==> src/rtl/ffba_pkg.sv <==
// Shared constants, types and codes of the first-fit block allocator.
`default_nettype none

package ffba_pkg;

    localparam int MAX_BLOCKS   = 64;
    localparam int HEADER_BYTES = 24;

    localparam int IDX_W = $clog2(MAX_BLOCKS);
    localparam int CNT_W = $clog2(MAX_BLOCKS + 1);

    localparam logic [31:0]      HDR_BYTES      = 32'(HEADER_BYTES);
    localparam logic [CNT_W-1:0] MAX_CNT        = CNT_W'(MAX_BLOCKS);
    localparam logic [31:0]      HEAP_BASE_RST  = 32'h0001_0000;
    localparam logic [31:0]      HEAP_LIMIT_RST = 32'hFFFF_FFFF;

    localparam logic [2:0] PADDR_BASE  = 3'd0;
    localparam logic [2:0] PADDR_LIMIT = 3'd4;

    localparam logic OP_ALLOC = 1'b0;
    localparam logic OP_FREE  = 1'b1;

    typedef enum logic [2:0] {
        STS_REUSED       = 3'd0,
        STS_NEW          = 3'd1,
        STS_SIZE_ZERO    = 3'd2,
        STS_NO_MEMORY    = 3'd3,
        STS_NULL_FREE    = 3'd4,
        STS_MARKED_FREE  = 3'd5,
        STS_RELEASED_TOP = 3'd6,
        STS_FULL_MISSING = 3'd7
    } t_status;

    typedef enum logic [1:0] {
        S_IDLE,
        S_DECIDE,
        S_SCAN,
        S_COMMIT
    } t_state;

    typedef struct packed {
        logic [31:0] start;
        logic [31:0] size;
        logic        free;
    } t_entry;

    typedef struct packed {
        logic capture;
        logic rd_issue;
        logic hit_set;
        logic commit;
    } t_dp_cmd;

    typedef struct packed {
        logic special;
        logic more_to_read;
        logic rd_vld;
        logic rd_match;
        logic out_busy;
    } t_dp_sts;

endpackage

`default_nettype wire

==> src/rtl/ffba_ctrl.sv <==
// Controller state machine that sequences setup, table scan and commit.
`default_nettype none

module ffba_ctrl (
    input  wire logic              i_clk,
    input  wire logic              i_rst_n,
    input  wire logic              i_in_valid,
    output logic                   o_in_ready,
    input  wire ffba_pkg::t_dp_sts i_sts,
    output ffba_pkg::t_dp_cmd      o_cmd
);
    import ffba_pkg::*;

    t_state r_state;
    t_state n_state;

    always_ff @(posedge i_clk) begin
        if (!i_rst_n) begin
            r_state <= S_IDLE;
        end else begin
            r_state <= n_state;
        end
    end

    always_comb begin
        n_state = r_state;
        case (r_state)
            S_IDLE: begin
                if (i_in_valid) begin
                    n_state = S_DECIDE;
                end
            end
            S_DECIDE: begin
                n_state = i_sts.special ? S_COMMIT : S_SCAN;
            end
            S_SCAN: begin
                if (i_sts.rd_vld && i_sts.rd_match) begin
                    n_state = S_COMMIT;
                end else if (!i_sts.more_to_read) begin
                    n_state = S_COMMIT;
                end
            end
            S_COMMIT: begin
                if (!i_sts.out_busy) begin
                    n_state = S_IDLE;
                end
            end
            default: n_state = S_IDLE;
        endcase
    end

    always_comb begin
        o_cmd      = '0;
        o_in_ready = 1'b0;
        case (r_state)
            S_IDLE: begin
                o_in_ready  = 1'b1;
                o_cmd.capture = i_in_valid;
            end
            S_DECIDE: begin
                o_cmd = '0;
            end
            S_SCAN: begin
                // A hit on the entry read last cycle wins over the next read.
                if (i_sts.rd_vld && i_sts.rd_match) begin
                    o_cmd.hit_set = 1'b1;
                end else if (i_sts.more_to_read) begin
                    o_cmd.rd_issue = 1'b1;
                end
            end
            S_COMMIT: begin
                o_cmd.commit = !i_sts.out_busy;
            end
            default: o_cmd = '0;
        endcase
    end

endmodule

`default_nettype wire

==> config.mk <==
export PLATFORM = sky130hd
export DESIGN_NAME = ffba_ctrl
export DESIGN_NICKNAME = d
export VERILOG_FILES = /design/src/rtl/ffba_pkg.sv /design/src/rtl/ffba_ctrl.sv
export SDC_FILE = /design/constraint.sdc
export NUM_CORES = 1
export LEC_CHECK = 0
export ABC_AREA = 1
export BUFFER_PORTS_ARGS = -buffer_cell sky130_fd_sc_hd__buf_2
export CORE_AREA = 4 4 41 43
export CTS_BUF_LIST = sky130_fd_sc_hd__clkbuf_8 sky130_fd_sc_hd__clkbuf_16
export DETAILED_ROUTE_END_ITERATION = 6
export DIE_AREA = 0 0 45 47
export SKIP_CTS_REPAIR_TIMING = 1
export SYNTH_ARGS = -nofsm -noshare
export SYNTH_HDL_FRONTEND = slang
export SYNTH_SLANG_ARGS = --single-unit
export TNS_END_PERCENT = 20
==> constraint.sdc <==
create_clock -name i_clk -period 1.99 [get_ports i_clk]
set_input_delay 0 -clock i_clk [delete_from_list [all_inputs] [get_ports i_clk]]
set_output_delay 0 -clock i_clk [all_outputs]
set_load 0.02 [all_outputs]
==> results.json <==
{
  "reg2reg_from": "r_state[0]",
  "clk_latency_ns": 0.21,
  "postSynthCellCount": 33,
  "fillers": 153,
  "ir_drop_mv": 0.5378,
  "setup_ws_ns": 0.7435,
  "drt_iter0_markers": 3,
  "cap_violations": 0,
  "final-setup-viol-count": 0,
  "cp-end-kind": "register",
  "yosysTopAreaCell": "ha_1",
  "hpwl_microns": 387.3,
  "antenna_found_initial": 0,
  "die_h_microns": 47,
  "dp.cells": 60,
  "switching_share_pct": 40.65,
  "routed_wl_microns": 449,
  "synthDistinctLibCells": 9,
  "numCtsBuffers": 3,
  "power.leakage_uw": 0.0002025,
  "min_period_ns": 1.246,
  "drc": 0,
  "reg.largest.list": "r_state: 2 flops",
  "fin_nets": 62,
  "ioPinCount": 13,
  "vias": 215,
  "cp.arrival_ns": 1.35,
  "hold_class": "in -> reg",
  "cts.path.max_buffers": 2,
  "clkSlewWorstSetupHoldPaths_ns": 0.03,
  "startpoint_type": "register",
  "start_util_pct": 15.77,
  "hold_start": "i_rst_n",
  "rsz0062_at_grt": "false",
  "fmax_mhz": 802.3,
  "cp-endpoint": "r_state[0]",
  "cts.sinks": 2,
  "synth.area.top_cells": "ha_1 (24%), dfxtp_1 (20%), inv_1 (15%), nand2_1 (13%), nor2_1 (11%)",
  "hold_viol_final": 0,
  "cp-startpoint": "r_state[0]",
  "overflow": 0,
  "avgSynthCellArea_sq_um": 6.218,
  "worst_slew_margin_rel_pct": 89.59,
  "seqPwrFrac_pct": 16.9,
  "crit_fanout": 5,
  "regMostFlops": "r_state",
  "gp_congestion": 0.6709,
  "first_pass_iters": 3,
  "syn-cell-area_sq_um": 205.2,
  "required_ns": 2.09,
  "cts_tree": "yes",
  "areaGrowthSynthToFinish_pct": 58.54,
  "worstMarginPinSlew_ns": 0.1555,
  "power.share.clock_pct": 34.1,
  "vias_per_cell": 3.413,
  "yosysSeqAreaShare_pct": 19.51,
  "die_w_microns": 45,
  "preCtsSetupSlack_ns": 0.7322,
  "ant_nets": 0,
  "crit_type": "reg -> reg",
  "switchingPower_uw": 184.6,
  "power_density_nw_per_um2": 1396,
  "rr_endpoint": "r_state[0]",
  "r2r_setup_slack_ns": 0.74,
  "cts-root-buf": "clkbuf_8",
  "yosysTopAreaCellShare_pct": 24.39,
  "synth_warnings": 0,
  "period_share_pct": 62.64,
  "diodes": 0,
  "die-area_sq_um": 2115,
  "cts_max_level": 1,
  "layout-drive-gt1-share_pct": 37.50,
  "skew_ns": 0.002020,
  "rr_worst_depth": 8,
  "core_sq_um": 1301,
  "intPower_uw": 269.4,
  "grt_use_total_pct": 5.757,
  "status": "completed",
  "tns_ns": 0,
  "wl_per_cell_microns": 7.127,
  "combPwrFrac_pct": 49.0,
  "rows": 13,
  "finalNonFillerCells": 63,
  "largest_reg_flops": 2,
  "grt_pass1_wl_microns": 779,
  "numPortBuffers": 12,
  "ys_seq_elements": 2,
  "synth_nets": 45,
  "grt_pass1_vias": 191,
  "grt_max_degree": 6,
  "finalMaxSlewViolations": 0
}
[worst max-delay path: stages, from the launching register on]
cell and delay (ns):
dfxtp_1 0.38, inv_1 0.10, ha_1 0.23, inv_1 0.10, nor2_2 0.04, nor2_2 0.08, nand2_2 0.07, nor2_1 0.10
nor2_1 0.05
[layout by cell type, fill, tap and decap left out]
master	instances
ha_1	4
nor2_1	6
dfxtp_1	2
buf_2	12
nand3_1	2
inv_1	8
o211ai_1	1
nor2_2	2
nand2_2	1
nand2_1	7
clkbuf_8	3
[per-stage QoR]
| stage | hold WS, ns | util (%) | total power (uW) | area [sq um] |
|---|---|---|---|---|
| global route | 0.04586 | 25.00 | 507.1 | 325.3 |
| global placement | 0.2449 | 21.83 | 304.6 | 284.0 |
| finish | 0.03329 | 25.00 | 454.0 | 325.3 |
| detailed placement | 0.2470 | 21.83 | 305.5 | 284.0 |
| CTS | 0.02980 | 25.00 | 467.6 | 325.3 |
| floorplan | 0.07979 | - | 250.0 | 205.2 |
[power groups by stage]
stage	Sequential, uW	Combinational, uW	Clock [uW]
final	76.7	222	155
after global routing	80.5	261	165
after global placement	77.9	227	0
after CTS	77.1	228	162
after floorplan	74.2	176	0
after detailed placement	77.6	228	0
[routing by layer]
metal  track usage, %  vias up  share of wire [%]
li1                 -      127                  -
met1            6.335       81                 43
met2            6.780        7                 47
met3            4.598        0                 10
met4            5.263        0                  0
met5                0        -                  0
[cell usage after synthesis]
| cell type | instances |
|---|---|
| dfxtp_1 | 2 |
| nor2_1 | 6 |
| nand2_1 | 7 |
| ha_1 | 4 |
| nand2_2 | 1 |
| inv_1 | 8 |
| nor2_2 | 2 |
| o211ai_1 | 1 |
| nand3_1 | 2 |
[layout make-up]
cell class	count	area (sq um)	share of cell area, %
multi-input cells	23	135.1	41.54
well taps	15	18.77	5.769
inverters	8	30.03	9.231
clock buffers	3	41.29	12.69
repair buffers	12	60.06	18.46
flip-flops and latches	2	40.04	12.31
[worst min path at each step]
stage	to	slack (ns)	depth (start not counted)
final	r_state[1]	0.03	3
after global routing	r_state[0]	0.05	3
after CTS	r_state[1]	0.03	3
after detailed placement	r_state[1]	0.25	3
after global placement	r_state[1]	0.24	3
after floorplan	o_cmd[0]	0.08	1
[cell families (layout without fill, tap and decap cells)]
logic type      after synthesis  after routing  share of synthesized area, %
compound gates                1              1                         3.660
flops                         2              2                         19.51
fa+ha+maj                     4              4                         24.39
simple gates                 18             18                         37.81
buf+inv                       8             23                         14.63
Power figures use the tool's default switching activity.
