--- config.mk ---
export PLATFORM = sky130hd
export DESIGN_NAME = ffba_dp
export DESIGN_NICKNAME = d
export VERILOG_FILES = /design/src/rtl/ffba_pkg.sv /design/src/rtl/ffba_dp.sv
export SDC_FILE = /design/constraint.sdc
export NUM_CORES = 2
export LEC_CHECK = 0
export BUFFER_PORTS_ARGS = -buffer_cell sky130_fd_sc_hd__buf_2
export CORE_ASPECT_RATIO = 0.9
export CORE_MARGIN = 2
export CORE_UTILIZATION = 50
export CTS_CLUSTER_DIAMETER = 100
export DETAILED_ROUTE_END_ITERATION = 8
export HOLD_SLACK_MARGIN = 0.15
export PLACE_DENSITY_LB_ADDON = 0.08
export SYNTH_ARGS = -nofsm -noshare
export SYNTH_HDL_FRONTEND = slang
export SYNTH_MEMORY_MAX_BITS = 65536
export SYNTH_SLANG_ARGS = --single-unit
--- constraint.sdc ---
create_clock -name i_clk -period 12 [get_ports i_clk]
set_input_delay 0.6 -clock i_clk [delete_from_list [all_inputs] [get_ports i_clk]]
set_output_delay 0.6 -clock i_clk [all_outputs]
set_load 0.05 [all_outputs]
--- src/rtl/ffba_pkg.sv ---
// Shared constants, types and codes of the first-fit block allocator.
`default_nettype none

package ffba_pkg;

    localparam int MAX_BLOCKS   = 64;
    localparam int HEADER_BYTES = 24;

    localparam int IDX_W = $clog2(MAX_BLOCKS);
    localparam int CNT_W = $clog2(MAX_BLOCKS + 1);

    localparam logic [31:0]      HDR_BYTES      = 32'(HEADER_BYTES);
    localparam logic [CNT_W-1:0] MAX_CNT        = CNT_W'(MAX_BLOCKS);
    localparam logic [31:0]      HEAP_BASE_RST  = 32'h0001_0000;
    localparam logic [31:0]      HEAP_LIMIT_RST = 32'hFFFF_FFFF;

    localparam logic [2:0] PADDR_BASE  = 3'd0;
    localparam logic [2:0] PADDR_LIMIT = 3'd4;

    localparam logic OP_ALLOC = 1'b0;
    localparam logic OP_FREE  = 1'b1;

    typedef enum logic [2:0] {
        STS_REUSED       = 3'd0,
        STS_NEW          = 3'd1,
        STS_SIZE_ZERO    = 3'd2,
        STS_NO_MEMORY    = 3'd3,
        STS_NULL_FREE    = 3'd4,
        STS_MARKED_FREE  = 3'd5,
        STS_RELEASED_TOP = 3'd6,
        STS_FULL_MISSING = 3'd7
    } t_status;

    typedef enum logic [1:0] {
        S_IDLE,
        S_DECIDE,
        S_SCAN,
        S_COMMIT
    } t_state;

    typedef struct packed {
        logic [31:0] start;
        logic [31:0] size;
        logic        free;
    } t_entry;

    typedef struct packed {
        logic capture;
        logic rd_issue;
        logic hit_set;
        logic commit;
    } t_dp_cmd;

    typedef struct packed {
        logic special;
        logic more_to_read;
        logic rd_vld;
        logic rd_match;
        logic out_busy;
    } t_dp_sts;

endpackage

`default_nettype wire

--- src/rtl/ffba_dp.sv ---
// Datapath: block table memory, scan pointer, heap top and result register.
`default_nettype none

module ffba_dp (
    input  wire logic              i_clk,
    input  wire logic              i_rst_n,
    input  wire ffba_pkg::t_dp_cmd i_cmd,
    output ffba_pkg::t_dp_sts      o_sts,
    input  wire logic              i_op,
    input  wire logic [31:0]       i_req_size,
    input  wire logic [31:0]       i_block_addr,
    input  wire logic              i_base_wr,
    input  wire logic [31:0]       i_base_val,
    input  wire logic [31:0]       i_heap_limit,
    input  wire logic              i_out_ready,
    output logic                   o_out_valid,
    output logic [2:0]             o_status,
    output logic [31:0]            o_payload_addr
);
    import ffba_pkg::*;

    t_entry r_mem [MAX_BLOCKS];
    t_entry r_mem_q;

    logic             r_op;
    logic [31:0]      r_size;
    logic [31:0]      r_addr;
    logic [CNT_W-1:0] r_scan_idx;
    logic [IDX_W-1:0] r_rd_idx;
    logic             r_rd_vld;
    logic             r_hit;
    logic [CNT_W-1:0] r_count;
    logic [31:0]      r_top;
    logic             r_out_vld;
    logic [2:0]       r_out_status;
    logic [31:0]      r_out_addr;

    logic        size_zero;
    logic        addr_null;
    logic        rd_match;
    logic        is_top;
    logic        no_mem;
    logic [33:0] new_top;
    t_status     code;
    logic [31:0] pay_addr;
    logic        wr_en;
    logic [IDX_W-1:0] wr_idx;
    t_entry      wr_data;

    assign size_zero = (r_size == 32'd0);
    assign addr_null = (r_addr == 32'd0);

    // Allocate wants a free block that is large enough; free wants the
    // payload address, taken without wrap past 32 bits.
    always_comb begin
        if (r_op == OP_ALLOC) begin
            rd_match = r_mem_q.free && (r_mem_q.size >= r_size);
        end else begin
            rd_match = (({1'b0, r_mem_q.start} + {1'b0, HDR_BYTES}) == {1'b0, r_addr});
        end
    end

    assign is_top  = (r_count == (CNT_W'(r_rd_idx) + CNT_W'(1)));
    assign new_top = {2'b00, r_top} + {2'b00, HDR_BYTES} + {2'b00, r_size};
    assign no_mem  = (new_top > {2'b00, i_heap_limit});

    always_comb begin
        pay_addr = 32'd0;
        if (r_op == OP_ALLOC) begin
            if (size_zero) begin
                code = STS_SIZE_ZERO;
            end else if (r_hit) begin
                code     = STS_REUSED;
                pay_addr = r_mem_q.start + HDR_BYTES;
            end else if (r_count == MAX_CNT) begin
                code = STS_FULL_MISSING;
            end else if (no_mem) begin
                code = STS_NO_MEMORY;
            end else begin
                code     = STS_NEW;
                pay_addr = r_top + HDR_BYTES;
            end
        end else begin
            if (addr_null) begin
                code = STS_NULL_FREE;
            end else if (r_hit) begin
                code = is_top ? STS_RELEASED_TOP : STS_MARKED_FREE;
            end else begin
                code = STS_FULL_MISSING;
            end
        end
    end

    always_comb begin
        wr_en   = 1'b0;
        wr_idx  = r_rd_idx;
        wr_data = r_mem_q;
        case (code)
            STS_REUSED: begin
                wr_en        = i_cmd.commit;
                wr_data.free = 1'b0;
            end
            STS_MARKED_FREE: begin
                wr_en        = i_cmd.commit;
                wr_data.free = 1'b1;
            end
            STS_NEW: begin
                wr_en   = i_cmd.commit;
                wr_idx  = r_count[IDX_W-1:0];
                wr_data = '{start: r_top, size: r_size, free: 1'b0};
            end
            default: wr_en = 1'b0;
        endcase
    end

    always_ff @(posedge i_clk) begin
        if (wr_en) begin
            r_mem[wr_idx] <= wr_data;
        end
    end

    always_ff @(posedge i_clk) begin
        if (i_cmd.rd_issue) begin
            r_mem_q  <= r_mem[r_scan_idx[IDX_W-1:0]];
            r_rd_idx <= r_scan_idx[IDX_W-1:0];
        end
    end

    always_ff @(posedge i_clk) begin
        if (i_cmd.capture) begin
            r_op   <= i_op;
            r_size <= i_req_size;
            r_addr <= i_block_addr;
        end
        if (i_cmd.commit) begin
            r_out_status <= code;
            r_out_addr   <= pay_addr;
        end
    end

    always_ff @(posedge i_clk) begin
        if (!i_rst_n) begin
            r_scan_idx <= '0;
            r_rd_vld   <= 1'b0;
            r_hit      <= 1'b0;
            r_count    <= '0;
            r_top      <= HEAP_BASE_RST;
            r_out_vld  <= 1'b0;
        end else begin
            r_rd_vld <= i_cmd.rd_issue;
            if (i_cmd.capture) begin
                r_scan_idx <= '0;
                r_hit      <= 1'b0;
            end else if (i_cmd.rd_issue) begin
                r_scan_idx <= r_scan_idx + CNT_W'(1);
            end
            if (i_cmd.hit_set) begin
                r_hit <= 1'b1;
            end
            if (i_base_wr && (r_count == '0)) begin
                r_top <= i_base_val;
            end
            if (i_cmd.commit && (code == STS_NEW)) begin
                r_count <= r_count + CNT_W'(1);
                r_top   <= new_top[31:0];
            end
            if (i_cmd.commit && (code == STS_RELEASED_TOP)) begin
                r_count <= r_count - CNT_W'(1);
                r_top   <= r_mem_q.start;
            end
            if (i_cmd.commit) begin
                r_out_vld <= 1'b1;
            end else if (i_out_ready) begin
                r_out_vld <= 1'b0;
            end
        end
    end

    assign o_sts.special      = ((r_op == OP_ALLOC) && size_zero) || ((r_op == OP_FREE) && addr_null);
    assign o_sts.more_to_read = (r_scan_idx < r_count);
    assign o_sts.rd_vld       = r_rd_vld;
    assign o_sts.rd_match     = rd_match;
    assign o_sts.out_busy     = r_out_vld && !i_out_ready;

    assign o_out_valid    = r_out_vld;
    assign o_status       = r_out_status;
    assign o_payload_addr = r_out_addr;

endmodule

`default_nettype wire

==> metrics.md <==
| Metric | Value |
|---|---|
| GRT Overall Usage | `29.7%` |
| Worst EP arrival | `10.28 ns` |
| Maximum clock frequency | `103 MHz` |
| Core area | `343,000 sq um` |
| H-Tree Depth | `5` |
| Worst Clk Skew | `around 0.075 ns` |
| WHS | `around 0.26 ns` |
| CTS Sinks | `4,380` |
| RSZ-0062 raised after global routing | `false` |
| Max Cap Viol | `0` |
| Hold_sp | `i_base_val[12]` |
| VDD IR max | `roughly 0.16 mV` |
| Drt initial violations | `approximately 13,000` |
| Delay of the slowest critical-path stage | `0.88 ns` |
| Largest net degree at the start of global routing | `141` |
| GP Congestion | `0.943` |
| Critical path endpoint category | `register` |
| Worst path bufs/invs | `3` |
| IO Count | `approximately 180` |
| Full die area | `349,000 sq um` |
| Fin crit period | `9.68 ns` |
| Vias | `85,904` |
| Post-route ant nets | `0` |
| FFs w/ async S/R, synth | `0%` |
| Finished Cell Area | `between 150,000 and 200,000 sq um` |
| CP top delay family | `compound AO/OA/AOI/OAI gates` |
| Cell Area, Placed | `180,000 sq um` |
| Tcrit/Tclk final | `80.7%` |
| Gr ovfl total | `0` |
| Pwr per Cell Area | `190 nW/um^2` |
| Top-area cell type share of the netlist area | `around 75%` |
| Drt pass-1 iters | `6` |
| Routed wire length | `between 500,000 and 600,000 microns` |
| Post-Syn Area | `172,000 sq um` |
| Reg2reg start | `r_size[1]$_DFFE_PP_` |
| Mapped Cells | `7,409` |
| Initial Util | `around half` |
| Top cell type by total area after synthesis | `edfxtp_1` |
| Clock Latency Late Sink | `1.01 ns` |
| Required time worst endpoint | `12.59 ns` |
| Post-synth EDFFs | `4,331` |
| # nets final | `between 8,000 and 9,000` |
| FF-to-FF setup slack | `between 2 and 2.5 ns` |
| Fin util | `57.0%` |
| Worst Hold End | `r_top[12]$_SDFFE_PN0P_` |
| Hold Crit Class | `in -> reg` |
| R2R depth | `23` |
| Clock tree buffer depth | `4` |
| Width of the die | `623 microns` |
| PostCTS Resize Cnt | `0` |
| Final Non-Filler Cells | `12,925` |
| CTS tree | `yes` |
| Top cell by count, worst path | `ha_1` |
| Hold Crit Depth | `3` |
| Worst Setup Path Type | `reg -> reg` |
| CP startpoint kind | `register` |
| LEAKAGE | `60.1 nW` |
| Relative max-transition margin | `0.283%` |
| Endpoints failing setup | `0` |
| Ranking of synthesized cells by area | `edfxtp_1 (75%), mux4_2 (18%), ha_1 (1.0%)` |
| Status | `complete, no violations` |
| Dpl cells | `12,010` |
| Count leader, synth | `edfxtp_1` |
| Slew Limit Fails | `0` |
| P&R area growth vs syn | `13.3%` |
| Syn_nets | `between 7,000 and 8,000` |
| Hold Buf Count CTS | `between 90 and 100` |
| Ys Warns | `0` |
| Root buffer cell | `clkbuf_16` |
| Number of synthesized register bits | `4,380` |
| Crit-path max FO | `31` |
| Postcts setup bufs | `0` |
| Most frequent cells after synthesis | `edfxtp_1 (4,331), mux4_2 (1,365), clkbuf_1 (274), ha_1 (142), inv_1 (101)` |
| Global-route wire length before repair | `710,000 microns` |
| Vias in the first global route | `84,181` |
| Final Hold Vio Count | `0` |
| Initial antenna violation count | `46` |
| Count of buffers from port buffering | `177` |
| Share of cells above drive strength 1 | `a little under a third` |
| FP Rows | `204` |
| Routed WL per cell | `40.2 microns` |
| Cells along the critical path | `ha_1 > ha_1 > inv_1 > fa_1 > nor2b_1 > o31a_1 > a221oi_2 > o311a_1 > o31a_1 > a31o_2 > or2_2 > ha_1 > a21oi_1 > o211ai_1 > a2111oi_0 > o21ai_1 > nor4bb_1 > o221ai_1 > a211oi_4 > mux2_2 > nor3_2 > buf_4 > buf_4` |
| Main synth FF type | `edfxtp_1` |
| DPL Wire Length | `about 300,000 microns` |
| Slowest cell on crit path | `nor3_2` |
| Cell variety after synth | `89` |
| Num CTS Buffers | `437` |
| Die Ht | `561 microns` |
| Drt drc | `0` |
| Reg clk slew, reported paths | `0.06 ns` |
| Syn avg cell area | `around 23 sq um` |
| Critical register-to-register path endpoint | `r_mem[58][12]$_DFFE_PP_` |
| Sum of negative setup slack | `0 ns` |
| Sequential-to-total area share from yosys stat | `76.0%` |
| Vias per inst | `~6.6` |
| Worst Tran Pin Value | `1.50 ns` |
-- state kept, by name, summed over array words and instances, names as in the netlist, 7 cells and up --
register        cells
r_top              32
r_count             7
r_addr             32
o_payload_addr     32
r_scan_idx          7
r_mem_q            65
r_mem            4160
r_size             32
-- worst max path at each step --
stage	from	to	slack (ns)	depth (start not counted)
6_report	r_size[1]$_DFFE_PP_	r_mem[58][12]$_DFFE_PP_	2.32	23
5_1_grt	r_size[1]$_DFFE_PP_	r_mem[57][24]$_DFFE_PP_	2.01	24
4_1_cts	r_size[1]$_DFFE_PP_	r_mem[58][12]$_DFFE_PP_	2.39	23
3_5_place_dp	r_size[1]$_DFFE_PP_	r_mem[58][23]$_DFFE_PP_	2.42	23
3_3_place_gp	r_size[1]$_DFFE_PP_	r_mem[58][23]$_DFFE_PP_	2.39	23
2_1_floorplan	r_size[1]$_DFFE_PP_	r_mem[43][0]$_DFFE_PP_	1.55	23
-- worst min-delay path, delay by kind of cell --
kind                   cells  cell delay (ns)
buffers and inverters      1             0.16
AOI/OAI and AO/OA          1             0.15
and+or+nand+nor            1             0.28
-- layout make-up --
class | count | area (sq um)
fillers | 25082 | 148000
multi-input cells | 2544 | 39900
well taps | 4532 | 5670
repair buffers | 544 | 4080
inverters | 102 | 383
flip-flops and latches | 4380 | 131000
diodes | 10 | 25.0
clock buffers | 533 | 11500
clock inverters | 280 | 2780
-- through the flow --
stage	worst slack [ns]	total power, mW
global placement	2.39	23.5
floorplan	1.55	21.6
CTS	2.39	37.2
detailed placement	2.42	23.6
global route	2.01	38.1
finish	2.32	37.0
-- report_power, final --
part	leakage [nW]	total, mW	switching [mW]	internal [mW]
Sequential	39.6	18.9	0.220	18.7
Combinational	13.5	4.49	3.41	1.09
Clock	6.96	13.7	5.80	7.87
-- layout by cell type, fill, tap and decap left out, types with 53 or more instances in the layout --
master and count:
a21oi_1 70, buf_2 175, buf_4 260, clkbuf_1 87, clkbuf_16 446, clkinv_1 113, clkinv_2 80, dlygate4sd3_1 92
edfxtp_1 4331, ha_1 142, inv_1 100, mux2_2 62, mux4_2 1365, nand2_1 89, nand3_1 74, nor2_1 90
nor3_2 53, xnor2_1 75
-- logic make-up after synthesis --
family                   Yosys count  share of synthesized area (%)
flip-flops                      4380                           76.0
multiplexers                    1450                           18.4
AND/OR/NAND/NOR                  493                           1.47
buffers and inverters            485                           1.09
AO/OA/AOI/OAI                    333                           1.36
adder cells (fa/ha/maj)          144                           1.05
XOR/XNOR                         124                          0.630
-- layer usage --
| layer | track usage [%] | part of all wire, % | routed length [microns] |
|---|---|---|---|
| met5 | 0 | 0.017 | 86 |
| met1 | 44.4 | 41 | 213000 |
| met3 | 5.41 | 9.5 | 49200 |
| met4 | 8.71 | 3.3 | 17200 |
| met2 | 45.2 | 46 | 240000 |
No activity file was read; power rests on OpenSTA's default activity.
